===== config.mk =====
export PLATFORM = sky130hd
export DESIGN_NAME = packed_sample_unpacker_core
export DESIGN_NICKNAME = d
export VERILOG_FILES = /design/src/design/psu_pkg.sv /design/src/design/packed_sample_unpacker_core.sv
export SDC_FILE = /design/constraint.sdc
export NUM_CORES = 1
export LEC_CHECK = 0
export ABC_CLOCK_PERIOD_IN_PS = 8200
export BUFFER_PORTS_ARGS = -buffer_cell sky130_fd_sc_hd__buf_2
export CAP_MARGIN = 20
export CORE_MARGIN = 5
export CORE_UTILIZATION = 30
export DETAILED_ROUTE_END_ITERATION = 8
export GPL_TIMING_DRIVEN = 0
export MAX_ROUTING_LAYER = met4
export SETUP_SLACK_MARGIN = 0.15
export SLEW_MARGIN = 30
export SYNTH_ARGS = -nofsm -noshare
export SYNTH_HDL_FRONTEND = slang
export SYNTH_SLANG_ARGS = --single-unit
export TNS_END_PERCENT = 100

===== constraint.sdc =====
create_clock -name i_clk -period 8.2 [get_ports i_clk]
set_input_delay 1.23 -clock i_clk [delete_from_list [all_inputs] [get_ports i_clk]]
set_output_delay 1.23 -clock i_clk [all_outputs]
set_load 0.005 [all_outputs]

===== src/design/psu_pkg.sv =====
// Shared types and constants of the packed sample unpacker.
// No dependencies; used by the core and its checker.
package psu_pkg;

    // Default number of sample planes
    localparam int MAX_PLANES_DEF = 8;

    // Field widths
    localparam int DEPTH_W  = 7;
    localparam int BYTE_W   = 8;
    localparam int PLANE_W  = 3;
    localparam int SAMPLE_W = 32;
    localparam int LEFT_W   = 4;
    localparam int POS_W    = 8;

    // Assembly constants
    localparam int BYTE_BITS    = 8;
    localparam int HIGH_BASE    = 24;
    localparam int WORD_BITS    = 32;
    localparam int MSB_MODE_LIM = 16;

    // Depth after reset
    localparam logic [DEPTH_W-1:0] DEPTH_RESET = 7'd8;

    // Request kinds carried in the low tuser bit
    localparam logic REQ_DATA    = 1'b0;
    localparam logic REQ_RESTART = 1'b1;

    // Sequencer states
    typedef enum logic [1:0] {
        ST_IDLE = 2'b01,
        ST_RUN  = 2'b10
    } t_state;

endpackage


===== src/design/packed_sample_unpacker_core.sv =====
// Packed sample unpacker core: per-plane bit gathering into samples of 1 to 127 bits.
// Depends on psu_pkg for widths, constants and the state type.
//
// The core takes one byte per item together with its plane, and returns every
// sample that the byte completes, 0 to 8 of them, the final one flagged on tlast.
// Per-plane partial sample and bit count live in a small synchronous memory,
// read when the item is taken and written back when its byte is used up. An
// item is accepted in IDLE together with the state read, then worked off in RUN
// one chunk of the byte per cycle (a chunk ends at a sample boundary or the byte
// end) while the output is not held off. Restart items and configuration writes
// are taken in IDLE and clear every plane at once through a valid bit per plane,
// so no clearing pass runs after reset.
module packed_sample_unpacker_core #(
    parameter int MAX_PLANES = psu_pkg::MAX_PLANES_DEF
) (
    input  logic        i_clk,
    input  logic        i_rst_n,
    // Configuration: sample_depth
    input  logic        i_cfg_valid,
    output logic        o_cfg_ready,
    input  logic [6:0]  i_cfg_data,     // [6:0] sample_depth
    // Input items
    input  logic        s_axis_tvalid,
    output logic        s_axis_tready,
    input  logic [7:0]  s_axis_tdata,   // [7:0] data_byte
    input  logic [3:0]  s_axis_tuser,   // [0] req_type, [3:1] plane_index
    // Result items
    output logic        m_axis_tvalid,
    input  logic        m_axis_tready,
    output logic [31:0] m_axis_tdata,   // [31:0] sample_value
    output logic [2:0]  m_axis_tuser,   // [2:0] sample_plane
    output logic        m_axis_tlast    // last_of_byte
);

    localparam int AW    = (MAX_PLANES > 1) ? $clog2(MAX_PLANES) : 1;
    localparam int ENT_W = psu_pkg::SAMPLE_W + psu_pkg::DEPTH_W;

    // Control registers
    psu_pkg::t_state                  r_state, n_state;
    logic [psu_pkg::DEPTH_W-1:0]      r_depth;
    logic [MAX_PLANES-1:0]            r_vld;
    logic                             r_first;
    logic                             r_rd_vld;
    logic                             r_out_valid;

    // Payload registers
    logic [psu_pkg::BYTE_W-1:0]       r_byte;
    logic [psu_pkg::PLANE_W-1:0]      r_plane;
    logic [psu_pkg::LEFT_W-1:0]       r_left;
    logic [psu_pkg::SAMPLE_W-1:0]     r_val;
    logic [psu_pkg::DEPTH_W-1:0]      r_need;
    logic [ENT_W-1:0]                 r_rd_data;
    logic [psu_pkg::SAMPLE_W-1:0]     r_out_val;
    logic [psu_pkg::PLANE_W-1:0]      r_out_plane;
    logic                             r_out_last;

    // Plane state memory: {bits_remaining, partial_sample}
    logic [ENT_W-1:0]                 mem [MAX_PLANES];

    logic                             w_s_acc, w_cfg_acc, w_in_range, w_rd_en;
    logic [psu_pkg::PLANE_W-1:0]      w_in_plane;
    logic [AW-1:0]                    w_rd_addr, w_wr_addr;
    logic [psu_pkg::DEPTH_W-1:0]      w_eff_depth, w_need_raw, w_need, w_need_n;
    logic [psu_pkg::SAMPLE_W-1:0]     w_val, w_val_n, w_placed, w_chunk32;
    logic [psu_pkg::LEFT_W-1:0]       w_t, w_left_n;
    logic [psu_pkg::BYTE_W-1:0]       w_shifted, w_mask, w_chunk;
    logic signed [psu_pkg::POS_W-1:0] w_pos;
    logic [psu_pkg::POS_W-1:0]        w_neg;
    logic                             w_keep, w_emit, w_last, w_step, w_done;
    logic [psu_pkg::SAMPLE_W-1:0]     w_val_after;
    logic [psu_pkg::DEPTH_W-1:0]      w_need_after;

    // Handshakes
    assign s_axis_tready = (r_state == psu_pkg::ST_IDLE);
    assign o_cfg_ready   = (r_state == psu_pkg::ST_IDLE);
    assign w_s_acc       = s_axis_tvalid && s_axis_tready;
    assign w_cfg_acc     = i_cfg_valid && o_cfg_ready;
    assign w_in_plane    = s_axis_tuser[3:1];
    assign w_in_range    = (32'(w_in_plane) < MAX_PLANES);
    assign w_rd_en       = w_s_acc && (s_axis_tuser[0] == psu_pkg::REQ_DATA) && w_in_range;
    assign w_rd_addr     = AW'(w_in_plane);
    assign w_wr_addr     = AW'(r_plane);

    // Depth zero behaves as depth one
    assign w_eff_depth = (r_depth == '0) ? psu_pkg::DEPTH_W'(1) : r_depth;

    // Take fresh plane state on the first chunk, else the working registers
    always_comb begin
        if (r_first) begin
            w_val      = r_rd_vld ? r_rd_data[psu_pkg::SAMPLE_W-1:0] : '0;
            w_need_raw = r_rd_vld ? r_rd_data[ENT_W-1:psu_pkg::SAMPLE_W] : '0;
        end else begin
            w_val      = r_val;
            w_need_raw = r_need;
        end
        w_need = (w_need_raw == '0) ? w_eff_depth : w_need_raw;
    end

    // Cut one chunk off the byte, most significant bits first
    always_comb begin
        w_t       = (w_need < psu_pkg::DEPTH_W'(r_left)) ? w_need[psu_pkg::LEFT_W-1:0] : r_left;
        w_need_n  = w_need - psu_pkg::DEPTH_W'(w_t);
        w_left_n  = r_left - w_t;
        w_shifted = r_byte >> w_left_n;
        w_mask    = psu_pkg::BYTE_W'((9'd1 << w_t) - 9'd1);
        w_chunk   = w_shifted & w_mask;
        w_chunk32 = psu_pkg::SAMPLE_W'(w_chunk);
    end

    // Place the chunk according to the assembly mode
    always_comb begin
        w_keep = 1'b1;
        if (w_eff_depth <= psu_pkg::DEPTH_W'(psu_pkg::WORD_BITS)) begin
            w_pos = psu_pkg::POS_W'(w_eff_depth) - psu_pkg::POS_W'(psu_pkg::BYTE_BITS)
                    - psu_pkg::POS_W'(w_need_n);
        end else begin
            w_keep = (w_need_n < psu_pkg::DEPTH_W'(psu_pkg::WORD_BITS));
            w_pos  = psu_pkg::POS_W'(psu_pkg::HIGH_BASE) - psu_pkg::POS_W'(w_need_n);
        end
        w_neg = psu_pkg::POS_W'(-w_pos);
        if (w_pos >= 0) begin
            w_placed = w_chunk32 << w_pos[4:0];
        end else begin
            w_placed = w_chunk32 >> w_neg[4:0];
        end
        if (w_eff_depth < psu_pkg::DEPTH_W'(psu_pkg::MSB_MODE_LIM)) begin
            w_val_n = (w_val << w_t) | w_chunk32;
        end else if (w_keep) begin
            w_val_n = w_val | w_placed;
        end else begin
            w_val_n = w_val;
        end
    end

    // Sample completion and end of byte
    always_comb begin
        w_emit       = (w_need_n == '0);
        w_last       = (w_left_n == '0) || (psu_pkg::DEPTH_W'(w_left_n) < w_eff_depth);
        w_step       = (r_state == psu_pkg::ST_RUN) && (!r_out_valid || m_axis_tready);
        w_done       = w_step && (w_left_n == '0);
        w_val_after  = w_emit ? '0 : w_val_n;
        w_need_after = w_emit ? w_eff_depth : w_need_n;
    end

    // Next state
    always_comb begin
        n_state = r_state;
        unique case (r_state)
            psu_pkg::ST_IDLE: begin
                if (w_rd_en) begin
                    n_state = psu_pkg::ST_RUN;
                end
            end
            psu_pkg::ST_RUN: begin
                if (w_done) begin
                    n_state = psu_pkg::ST_IDLE;
                end
            end
            default: n_state = psu_pkg::ST_IDLE;
        endcase
    end

    // Control state
    always_ff @(posedge i_clk) begin
        if (!i_rst_n) begin
            r_state     <= psu_pkg::ST_IDLE;
            r_depth     <= psu_pkg::DEPTH_RESET;
            r_vld       <= '0;
            r_first     <= 1'b0;
            r_rd_vld    <= 1'b0;
            r_out_valid <= 1'b0;
        end else begin
            r_state <= n_state;
            // Apply depth and restart every plane; mark a plane valid when its byte is done
            if (w_cfg_acc) begin
                r_depth <= i_cfg_data;
                r_vld   <= '0;
            end else if (w_s_acc && (s_axis_tuser[0] == psu_pkg::REQ_RESTART)) begin
                r_vld <= '0;
            end else if (w_done) begin
                r_vld[w_wr_addr] <= 1'b1;
            end
            // A depth write taken with the byte clears the plane ahead of it
            if (w_rd_en) begin
                r_first  <= 1'b1;
                r_rd_vld <= r_vld[w_rd_addr] && !w_cfg_acc;
            end else if (w_step) begin
                r_first <= 1'b0;
            end
            // Hold the result until taken
            if (w_step && w_emit) begin
                r_out_valid <= 1'b1;
            end else if (m_axis_tready) begin
                r_out_valid <= 1'b0;
            end
        end
    end

    // Working registers and result payload
    always_ff @(posedge i_clk) begin
        if (w_rd_en) begin
            r_byte  <= s_axis_tdata;
            r_plane <= w_in_plane;
            r_left  <= psu_pkg::LEFT_W'(psu_pkg::BYTE_BITS);
        end else if (w_step) begin
            r_left <= w_left_n;
            r_val  <= w_val_after;
            r_need <= w_need_after;
        end
        if (w_step && w_emit) begin
            r_out_val   <= w_val_n;
            r_out_plane <= r_plane;
            r_out_last  <= w_last;
        end
    end

    // Plane state memory, one write and one registered read
    always_ff @(posedge i_clk) begin
        if (w_done) begin
            mem[w_wr_addr] <= {w_need_after, w_val_after};
        end
        if (w_rd_en) begin
            r_rd_data <= mem[w_rd_addr];
        end
    end

    assign m_axis_tvalid = r_out_valid;
    assign m_axis_tdata  = r_out_val;
    assign m_axis_tuser  = r_out_plane;
    assign m_axis_tlast  = r_out_last;

endmodule


### Word-level counts from Yosys, hierarchy flattened

Memory sizes are Yosys's and may differ from the RTL's. A register that Yosys moved wholly into a read port is not among the register bits.
Cells that the tools add are included.

* word-level logic and storage cells: 96
* output and inout port bits: 39
* bits of input ports: 24
* register bits: 110
* memories kept: 1
* RAM bits: 312

Memories
* mem: words 8, bits a word 39, rd ports 1, clocked after Yosys merged registers in 1, wr ports 1, line packed_sample_unpacker_core.sv:58 `logic [ENT_W-1:0] mem [MAX_PLANES];`

* $lt $le $gt $ge: 9
* shift-type cells: 5
* reduce and logical (&&, ||, !) cells: 22
* bitwise operators: 7
* mux-type cells: 27
* eq/ne operators: 4
* add/sub/neg operators: 7

Operator list (number)
* $mux 32: 6
* $mux 7: 5
* $or 32x32->32: 1
* $or 32x8->32: 1
* $shl 32x4->32: 1
* $shl 8x5->32: 1
* $shr 8x5->32: 1
* $logic_not 7->1: 3
* $logic_and 1x1->1: 9
* $mux 1: 9
* $and 8x8->8: 1
* $ge 8x1->1 const B: 1
* $lt 3x4->1 const B: 2
* $mux 8: 1
* $or 8x8->8: 1
* $shl 1x4->8 const A: 1
* $shr 8x4->8: 1
* $sub 5x7->8 const A: 1
* $sub 7x4->8 const B: 1
* $sub 8x1->8 const B: 1
* $sub 8x7->8: 1
* $le 7x6->1 const B: 1
* $lt 4x7->1: 1
* $lt 7x4->1: 1
* 22 further kinds: 29

### Depth between registers and ports, before layout

Gate-level depths: netlist (run 1).

* depth in word-level cells: 16
* mapped depth: 43
* gate-level depth less buffers: 33

### Worst setup path after synthesis (run 1)

Ideal clock, no wire load.

* path kind: register to register
* start point: reg r_need[0] (netlist bit)
* end point: mem mem[0][0] (netlist bit), enable pin
* period minus slack after synthesis: 8.803 ns
* data required time: 7.714 ns
* path buffers: 6
* setup time: 0.486 ns
* stages on the path, launching flop included: 29
* arrival: 8.316 ns
* path slack: -0.603 ns
* cells stage by stage: edfxtp_1 nor4_4 o221ai_1 o21a_1 buf_6 inv_2 buf_4 ha_1 o21ai_0 nor2_1 a21oi_2 nand4_1 a21boi_2 inv_2 buf_2 buf_2 clkbuf_1 ha_1 inv_1 ha_1 inv_1 o311ai_0 a211oi_1 o21ai_1 nand2_1 o31ai_1 clkbuf_1 or3_1 nor3_1

* cells in the longest elaborated chain, start to end: 10

Ends and longest elaborated chain
* start, declared: line packed_sample_unpacker_core.sv:51 `logic [psu_pkg::DEPTH_W-1:0] r_need;`
* start signal, assigned: line packed_sample_unpacker_core.sv:208 `r_need <= w_need_after;`
* $mux 7 (*): line packed_sample_unpacker_core.sv:89 `if (r_first) begin`
* $logic_not 7->1: line packed_sample_unpacker_core.sv:96 `w_need = (w_need_raw == '0) ? w_eff_depth : w_need_raw;`
* $mux 7 (*): line packed_sample_unpacker_core.sv:96
* $lt 7x4->1: line packed_sample_unpacker_core.sv:101 `w_t = (w_need < psu_pkg::DEPTH_W'(r_left)) ? w_need[psu_pkg::LEFT_W-1:0] : r_left;`
* $mux 4 (*): line packed_sample_unpacker_core.sv:101
* $sub 4x4->4 (*): line packed_sample_unpacker_core.sv:103 `w_left_n = r_left - w_t;`
* $logic_not 4->1 (*): line packed_sample_unpacker_core.sv:140 `w_done = w_step && (w_left_n == '0);`
* $logic_and 1x1->1 (*): line packed_sample_unpacker_core.sv:140
* $mux 1 (*): line packed_sample_unpacker_core.sv:219 `if (w_done) begin`
* $mux 1 (implied by the code) (*): line packed_sample_unpacker_core.sv:220 `mem[w_wr_addr] <= {w_need_after, w_val_after};`
* end, declared: line packed_sample_unpacker_core.sv:58

Every way passes the cells marked *; elsewhere a longest branch is shown, timed or not.

### Final worst setup path (run 1)

* start point: reg r_rd_data[33] (read register of mem)
* end point: reg r_out_val, in the netlist m_axis_tdata[6] (data pin)

* cells in the longest elaborated chain, start to end: 15
* elaborated cells between the ends (all ways): 27
* classes of those cells: add/sub: 6; order compare: 3; shift: 5; mux: 9; bitwise: 3; reduce/logical: 1

Ends and longest elaborated chain
* start, declared: line packed_sample_unpacker_core.sv:52 `logic [ENT_W-1:0] r_rd_data;`
* $mux 7 (*): line packed_sample_unpacker_core.sv:91 `w_need_raw = r_rd_vld ? r_rd_data[ENT_W-1:psu_pkg::SAMPLE_W] : '0;`
* $mux 7 (*): line packed_sample_unpacker_core.sv:89
* $logic_not 7->1: line packed_sample_unpacker_core.sv:96
* $mux 7 (*): line packed_sample_unpacker_core.sv:96
* $lt 7x4->1: line packed_sample_unpacker_core.sv:101
* $mux 4: line packed_sample_unpacker_core.sv:101
* $sub 7x4->7: line packed_sample_unpacker_core.sv:102 `w_need_n = w_need - psu_pkg::DEPTH_W'(w_t);`
* $sub 8x7->8 / $sub 5x7->8 (equally long branches): line packed_sample_unpacker_core.sv:115, packed_sample_unpacker_core.sv:118
* $mux 8: line packed_sample_unpacker_core.sv:113 `if (w_eff_depth <= psu_pkg::DEPTH_W'(psu_pkg::WORD_BITS)) begin`
* $neg 5->5: line packed_sample_unpacker_core.sv:120 `w_neg = psu_pkg::POS_W'(-w_pos);`
* $shr 8x5->32: line packed_sample_unpacker_core.sv:124 `w_placed = w_chunk32 >> w_neg[4:0];`
* $mux 32: line packed_sample_unpacker_core.sv:121 `if (w_pos >= 0) begin`
* $or 32x32->32: line packed_sample_unpacker_core.sv:129 `w_val_n = w_val | w_placed;`
* $mux 32: line packed_sample_unpacker_core.sv:128 `end else if (w_keep) begin`
* $mux 32 (*): line packed_sample_unpacker_core.sv:126 `if (w_eff_depth < psu_pkg::DEPTH_W'(psu_pkg::MSB_MODE_LIM)) begin`
* named net w_val_n (one bit): line packed_sample_unpacker_core.sv:64 `logic [psu_pkg::SAMPLE_W-1:0] w_val, w_val_n, w_placed, w_chunk32;`
* end signal, assigned: line packed_sample_unpacker_core.sv:211 `r_out_val <= w_val_n;`
* end, declared: line packed_sample_unpacker_core.sv:53 `logic [psu_pkg::SAMPLE_W-1:0] r_out_val;`

The timed path passes the listed nets; every way through them passes the cells marked *.
A chain may end at the register's enable or synchronous reset.

==> results of run 1 <==
-- cells in the final DEF (no fill, tap or decap), types with 16 or more instances in the layout --
cell type,Yosys,layout
edfxtp_1,437,437
nand2_1,141,132
nor2_1,92,82
buf_2,21,80
mux4_2,80,80
clkbuf_1,64,61
mux2i_1,59,58
buf_4,6,50
a21oi_1,57,50
clkbuf_16,0,50
mux2_2,49,49
o21ai_0,43,38
nand3_1,40,37
inv_1,36,31
a22oi_1,30,30
nor3_1,40,28
o211ai_1,25,25
dfxtp_1,24,24
ha_1,26,23
a31oi_1,20,20
nand2b_1,18,18
a22o_1,18,18
buf_6,7,16
o21ai_1,16,16
-- routing by layer --
metal,vias up,track usage [%],share of wire [%]
met4,0,7.21,4.1
met2,644,29.8,48
li1,7083,-,-
met1,8289,24.0,42
met5,-,-,0
met3,153,2.53,5.9
-- metrics by stage --
stage | cells | hold slack, ps | utilization, % | setup TNS [ps] | worst slack (ps)
floorplan | 1677 | 435 | - | 0 | 216
global placement | 2716 | 441 | 32.2 | -2362560 | -4780
finish | 2890 | 476 | 37.0 | 0 | 224
CTS | 2848 | 469 | 36.0 | 0 | 162
global route | 2890 | 483 | 37.0 | 0 | 43.9
detailed placement | 2740 | 455 | 33.0 | -1274730 | -2680
-- how the worst min path moves through the flow --
stage	start	end	slack [ps]	depth (start not counted)
floorplan	r_vld[2]	r_vld[2]	440	1
global placement	r_vld[3]	r_vld[3]	440	1
detailed placement	r_vld[6]	r_vld[6]	460	1
CTS	r_vld[0]	r_vld[0]	470	1
global route	r_vld[0]	r_vld[0]	480	1
finish	r_vld[2]	r_vld[2]	480	1
-- critical path, stage by stage (launching register included) --
cell,delay (ps)
edfxtp_1,450
nor4_4,350
o221ai_2,160
o21a_1,220
buf_6,150
inv_4,80
buf_8,110
ha_1,260
o21ai_2,200
nor2_4,90
buf_4,140
and4_4,140
buf_6,140
nor3_4,390
buf_6,230
mux2i_1,880
buf_2,440
nand3_1,300
ha_1,340
inv_1,160
a311oi_1,90
a211oi_1,670
a21o_1,320
a211oi_1,140
nor3_1,510
a31oi_1,270
a21boi_1,440
-- power by group through the flow --
| stage | Combinational [W] | Clock [W] | Sequential [W] |
|---|---|---|---|
| final | 0.00165 | 0.00214 | 0.00274 |
| after global routing | 0.00173 | 0.00228 | 0.00274 |
| after CTS | 0.00147 | 0.00218 | 0.00274 |
| after detailed placement | 0.00131 | 0 | 0.00279 |
| after global placement | 0.00130 | 0 | 0.00280 |
| after floorplan | 0.000831 | 0 | 0.00279 |
-- state kept, by name, summed over array words and instances (netlist names) --
register / count
m_axis_tlast: 1
r_vld: 8
m_axis_tvalid: 1
m_axis_tdata: 32
r_rd_vld: 1
r_depth: 7
r_first: 1
mem: 312
m_axis_tuser: 3
r_rd_data: 39
r_val: 32
r_byte: 8
r_left: 4
r_plane: 3
r_need: 7
r_state: 2
-- logic make-up after synthesis --
kind of cell / count (synthesis)
multiplexers: 191
AO/OA/AOI/OAI: 391
adder cells (fa/ha/maj): 28
AND/OR/NAND/NOR: 433
flip-flops: 461
XOR/XNOR: 16
buffers and inverters: 157
-- layout make-up --
| class | count | share of cell area, % |
|---|---|---|
| tap | 978 | 4.37 |
| clock inverter | 29 | 1.04 |
| sequential | 461 | 48.6 |
| timing repair buffer | 145 | 5.23 |
| inverter | 47 | 0.688 |
| multi-input combinational | 1065 | 33.6 |
| clock buffer | 57 | 4.40 |
| buffer | 108 | 2.15 |
-- timing repair --
item / CTS / global route
pin swaps: 22 / 32
buffers inserted: 22 / 34
gates resized for setup: 100 / 60
cloned: 2 / 7
endpoints found under the hold margin: 0 / 0
endpoints found under the setup margin: 743 / 473
==> flow_summary.ini, run 1 <==
[final_layout]
areaGrowthSynthToFinish_pct = 22.4
regArea_mm2 = 0.0136
nets = 1925
num-fill-cells = 7199
design_area_mm2 = 0.0280
multiInputGateArea_mm2 = 0.00940
diodes = 0
drive_gt1_share_pct = 28.5

[setup_path]
rr_startpoint = r_rd_data[33]
worstPathArrival_ps = 8330
r2r_end = m_axis_tdata[6]
cp-end-kind = flop
worstPathMaxFanout = 10
critPathRequiredTime_ps = 8560
critPathLaunch = r_rd_data[33]
crit_type = reg2reg
rrSetupSlack_ps = 220
crit_end = m_axis_tdata[6]
ff2ff_path_depth = 26
start_kind = flop

[yosys]
synth-xor-area-share_pct = 0.727
yosys.area_share.simple_pct = 9.45
yosysTopAreaCellShare_pct = 57.3
synth_commonest_cells = edfxtp_1 (437), nand2_1 (141), nor2_1 (92), mux4_2 (80), clkbuf_1 (64)
ys_seq_area_share_pct = 59.4
synth_seq_cells = 461
yosysWarningCount = 0
syn_area_per_cell_um2 = 13.6
synth_area_leaders = edfxtp_1 (57%), mux4_2 (7.9%), mux2i_1 (2.6%), mux2_2 (2.4%), nand2_1 (2.3%)
netlist_area_mm2 = 0.0229
synth-adder-area-share_pct = 1.55
ys.flop_type = edfxtp_1
synth_top_family_by_area = multiplexers
syn-num-nets = 1728
synth_compound_area_share_pct = 12.8
synth_largest_area_cell = edfxtp_1
yosysMostFrequentCell = edfxtp_1
synthCells = 1677
synth_edf_count = 437
synthDistinctLibCells = 114
async_reset_ff_share_pct = 0
synthMuxAreaShare_pct = 13.1

[clock_network]
root_buffer = clkbuf_16
clock-sinks = 461
path_clk_slew_ps = 70
clock_path_buffers = 3
numCtsBuffers = 46
ctsHoldBuffers = 0
cts_tree = yes
h-tree-depth = 2
insertion_delay_ps = 620

[place]
placed_area_mm2 = 0.0250
dp_hpwl_mm = 55.6
io_buffer_count = 61
gp_congestion = 1.02

[floorplanning]
ios = 63
placementRows = 101
die-width_um = 286
core_mm2 = 0.0758
dieArea_mm2 = 0.0819
initial_core_util_pct = 30.2
die_h_um = 286

[timing]
clock_skew_ps = 48.3
drv_slew = 0
slew_headroom_pct = 27.9
grt_setup_unrepaired = false
layout_min_cycle_time_ps = 7980
setup_viol = 0
post-route-period-util_pct = 97.3
fmax_mhz = 125
finalHoldViolCount = 0
tightest_slew_ps = 1050

[global_route]
grt_pass1_wl_mm = 111
grt_start_max_net_pins = 42
antenna_found_initial = 0
overflow = 0
grt_util_all_layers_pct = 18.6
first_global_vias = 16200

[power]
p_comb_share_pct = 25.2
netSwitchingFraction_pct = 30.7
p_leak_nw = 9.38
power_density_mw_per_mm2 = 233
power_frac_seq_pct = 42.0
switchingPower_w = 0.00200
clock_power_share_pct = 32.8
vdd_drop_max_uv = 172
internal-power_w = 0.00452
finalPower_w = 0.00653

[drt]
drt-initial-drc-count = 1561
vias = 16200
remaining_drc_errors = 0
dr.pass1.iters = 6
routed_via_density = 5.59
ant_nets = 0
wl_per_cell_um = 26.5
wirelength_mm = 76.6

[flow_run]
max_cap_viol_count = 0

[min_path]
min_path_type = reg2reg

[outcome]
status = completed
(Power assumes the default switching activity.)
==> inputs of run 2 (changes only) <==
--- a/config.mk
+++ b/config.mk
@@ -13,4 +13,5 @@
 export DETAILED_ROUTE_END_ITERATION = 8
 export GPL_TIMING_DRIVEN = 0
+export HOLD_SLACK_MARGIN = 0.03
 export MAX_ROUTING_LAYER = met4
 export SETUP_SLACK_MARGIN = 0.15
==> constraint.sdc (replaced) <==
create_clock -name i_clk -period 8.2 [get_ports i_clk]
set_input_delay 0 -clock i_clk [delete_from_list [all_inputs] [get_ports i_clk]]
set_output_delay 0 -clock i_clk [all_outputs]
set_load 0.005 [all_outputs]
==> flow_summary.ini, run 2 (synthesis results as in run 1) <==
[global_route]
grt_start_max_net_pins = 42
antenna_found_initial = 0
grt_util_all_layers_pct = 18.6
overflow = 0
grt_pass1_wl_mm = 111
first_global_vias = 16300

[final_layout]
final_common_cell = edfxtp_1
drive_gt1_share_pct = 28.0
layout_common_cells = edfxtp_1 (437), nand2_1 (132), nor2_1 (82)
multiInputGateArea_mm2 = 0.00940
nets = 1956
stdcell_count = 2922
reg.largest.list = mem (312), r_rd_data (39)
largest_register = mem
areaGrowthSynthToFinish_pct = 23.8
largest_reg_flops = 312
num-fill-cells = 7169
regArea_mm2 = 0.0136

[drt]
drt-initial-drc-count = 1578
dr.pass1.iters = 5
remaining_drc_errors = 0
wirelength_mm = 76.8
wl_per_cell_um = 26.3
ant_nets = 0
vias = 16300
routed_via_density = 5.56

[power]
power_density_mw_per_mm2 = 231
internal-power_w = 0.00453
p_leak_nw = 9.50
netSwitchingFraction_pct = 30.7
switchingPower_w = 0.00200
power_frac_seq_pct = 41.9
vdd_drop_max_uv = 172
clock_power_share_pct = 32.7
p_comb_share_pct = 25.3

[timing]
fmax_mhz = 128
finalHoldViolCount = 0
drv_slew = 0
post-route-period-util_pct = 95.1
grt_setup_unrepaired = false
setup_viol = 0
slew_headroom_pct = 30.4
layout_min_cycle_time_ps = 7800
tightest_slew_ps = 1010
fin_setup_tns_ps = 0
holdWs_ps = 125
clock_skew_ps = 48.4

[setup_path]
rr_startpoint = r_rd_data[33]
critPathRequiredTime_ps = 8650
crit_type = reg2reg
start_kind = flop
ff2ff_path_depth = 39
worst_path_most_repeated_cell = ha_1
worstPathArrival_ps = 8250
cp-end-kind = flop
cp_slowest_stage_delay_ps = 450
r2r_end = r_val[19]
slowest_stage = edfxtp_1
rrSetupSlack_ps = 400
worstPathMaxFanout = 11

[clock_network]
clock_path_buffers = 3
insertion_delay_ps = 620
path_clk_slew_ps = 70
root_buffer = clkbuf_16
numCtsBuffers = 46
h-tree-depth = 2
cts_tree = yes
clock-sinks = 461

[place]
placed_cells = 2740
io_buffer_count = 61
dp_hpwl_mm = 55.6
gp_congestion = 1.02

[floorplanning]
die-width_um = 286
die_h_um = 286
placementRows = 101
core_mm2 = 0.0758
initial_core_util_pct = 30.2
dieArea_mm2 = 0.0819
ios = 63

[flow_run]
max_cap_viol_count = 0

[min_path]
hold_start = s_axis_tuser[2]
min_path_cells = 2
min_path_type = in2reg
hold_end = r_plane[1]

[outcome]
status = completed
-- run 2: what timing repair did --
item | 4_1_cts | 5_1_grt
endpoints found under the hold margin | 31 | 7
hold buffers | 29 | 2
setup buffers | 22 | 34
cloned | 2 | 7
resized for setup | 100 | 60
setup endpoints to repair | 743 | 473
pin swaps | 22 | 32
-- run 2: final cells by class --
| cell class | count | area share (%) |
|---|---|---|
| clock buffers | 57 | 4.35 |
| inverters | 47 | 0.680 |
| flip-flops and latches | 461 | 48.0 |
| clock inverters | 29 | 1.02 |
| repair buffers | 176 | 6.27 |
| diodes | 1 | 0.00883 |
| well taps | 978 | 4.32 |
| plain buffers | 108 | 2.13 |
| multi-input cells | 1065 | 33.2 |
-- run 2: worst max path at each step --
stage             startpoint         end  slack [ps]  cells past startpoint
5_1_grt        r_rd_data[33]  mem[0][19]          40                     41
2_1_floorplan      r_need[0]  mem[0][21]         220                     40
6_report       r_rd_data[33]   r_val[19]         400                     39
4_1_cts            r_need[1]  mem[4][12]         160                     34
3_3_place_gp         r_first  mem[6][11]       -4780                     29
3_5_place_dp         r_first  mem[7][22]       -2680                     40
-- run 2: power by group through the flow --
| stage | clock network (W) | registers (W) | logic [W] |
|---|---|---|---|
| finish | 0.00214 | 0.00274 | 0.00166 |
| global route | 0.00228 | 0.00274 | 0.00175 |
| CTS | 0.00218 | 0.00274 | 0.00148 |
| detailed placement | 0 | 0.00279 | 0.00131 |
| global placement | 0 | 0.00280 | 0.00130 |
| floorplan | 0 | 0.00279 | 0.000831 |
-- run 2: layer usage --
| layer | track usage, % | wire length [µm] |
|---|---|---|
| met1 | 24.1 | 32200 |
| met2 | 29.9 | 37000 |
| met3 | 2.53 | 4540 |
| met4 | 7.21 | 2990 |
| met5 | - | 0 |
-- run 2: through the flow --
step / setup WS, ps / total power, W / cell area, µm² / utilization [%]
after floorplan: 216 / 0.00362 / 22900 / -
after global placement: -4780 / 0.00409 / 24400 / 32.2
after detailed placement: -2680 / 0.00411 / 25000 / 33.0
after CTS: 162 / 0.00641 / 27600 / 36.4
after global routing: 43.9 / 0.00677 / 28300 / 37.4
final: 405 / 0.00654 / 28300 / 37.4
-- run 2: critical path, delay by kind of cell (launching register included) --
family | cells | cell delay, ps
AO/OA/AOI/OAI | 13 | 3100
buffers and inverters | 11 | 1180
AND/OR/NAND/NOR | 10 | 1630
flip-flops | 1 | 450
adder cells (fa/ha/maj) | 4 | 1010
XOR/XNOR | 1 | 180
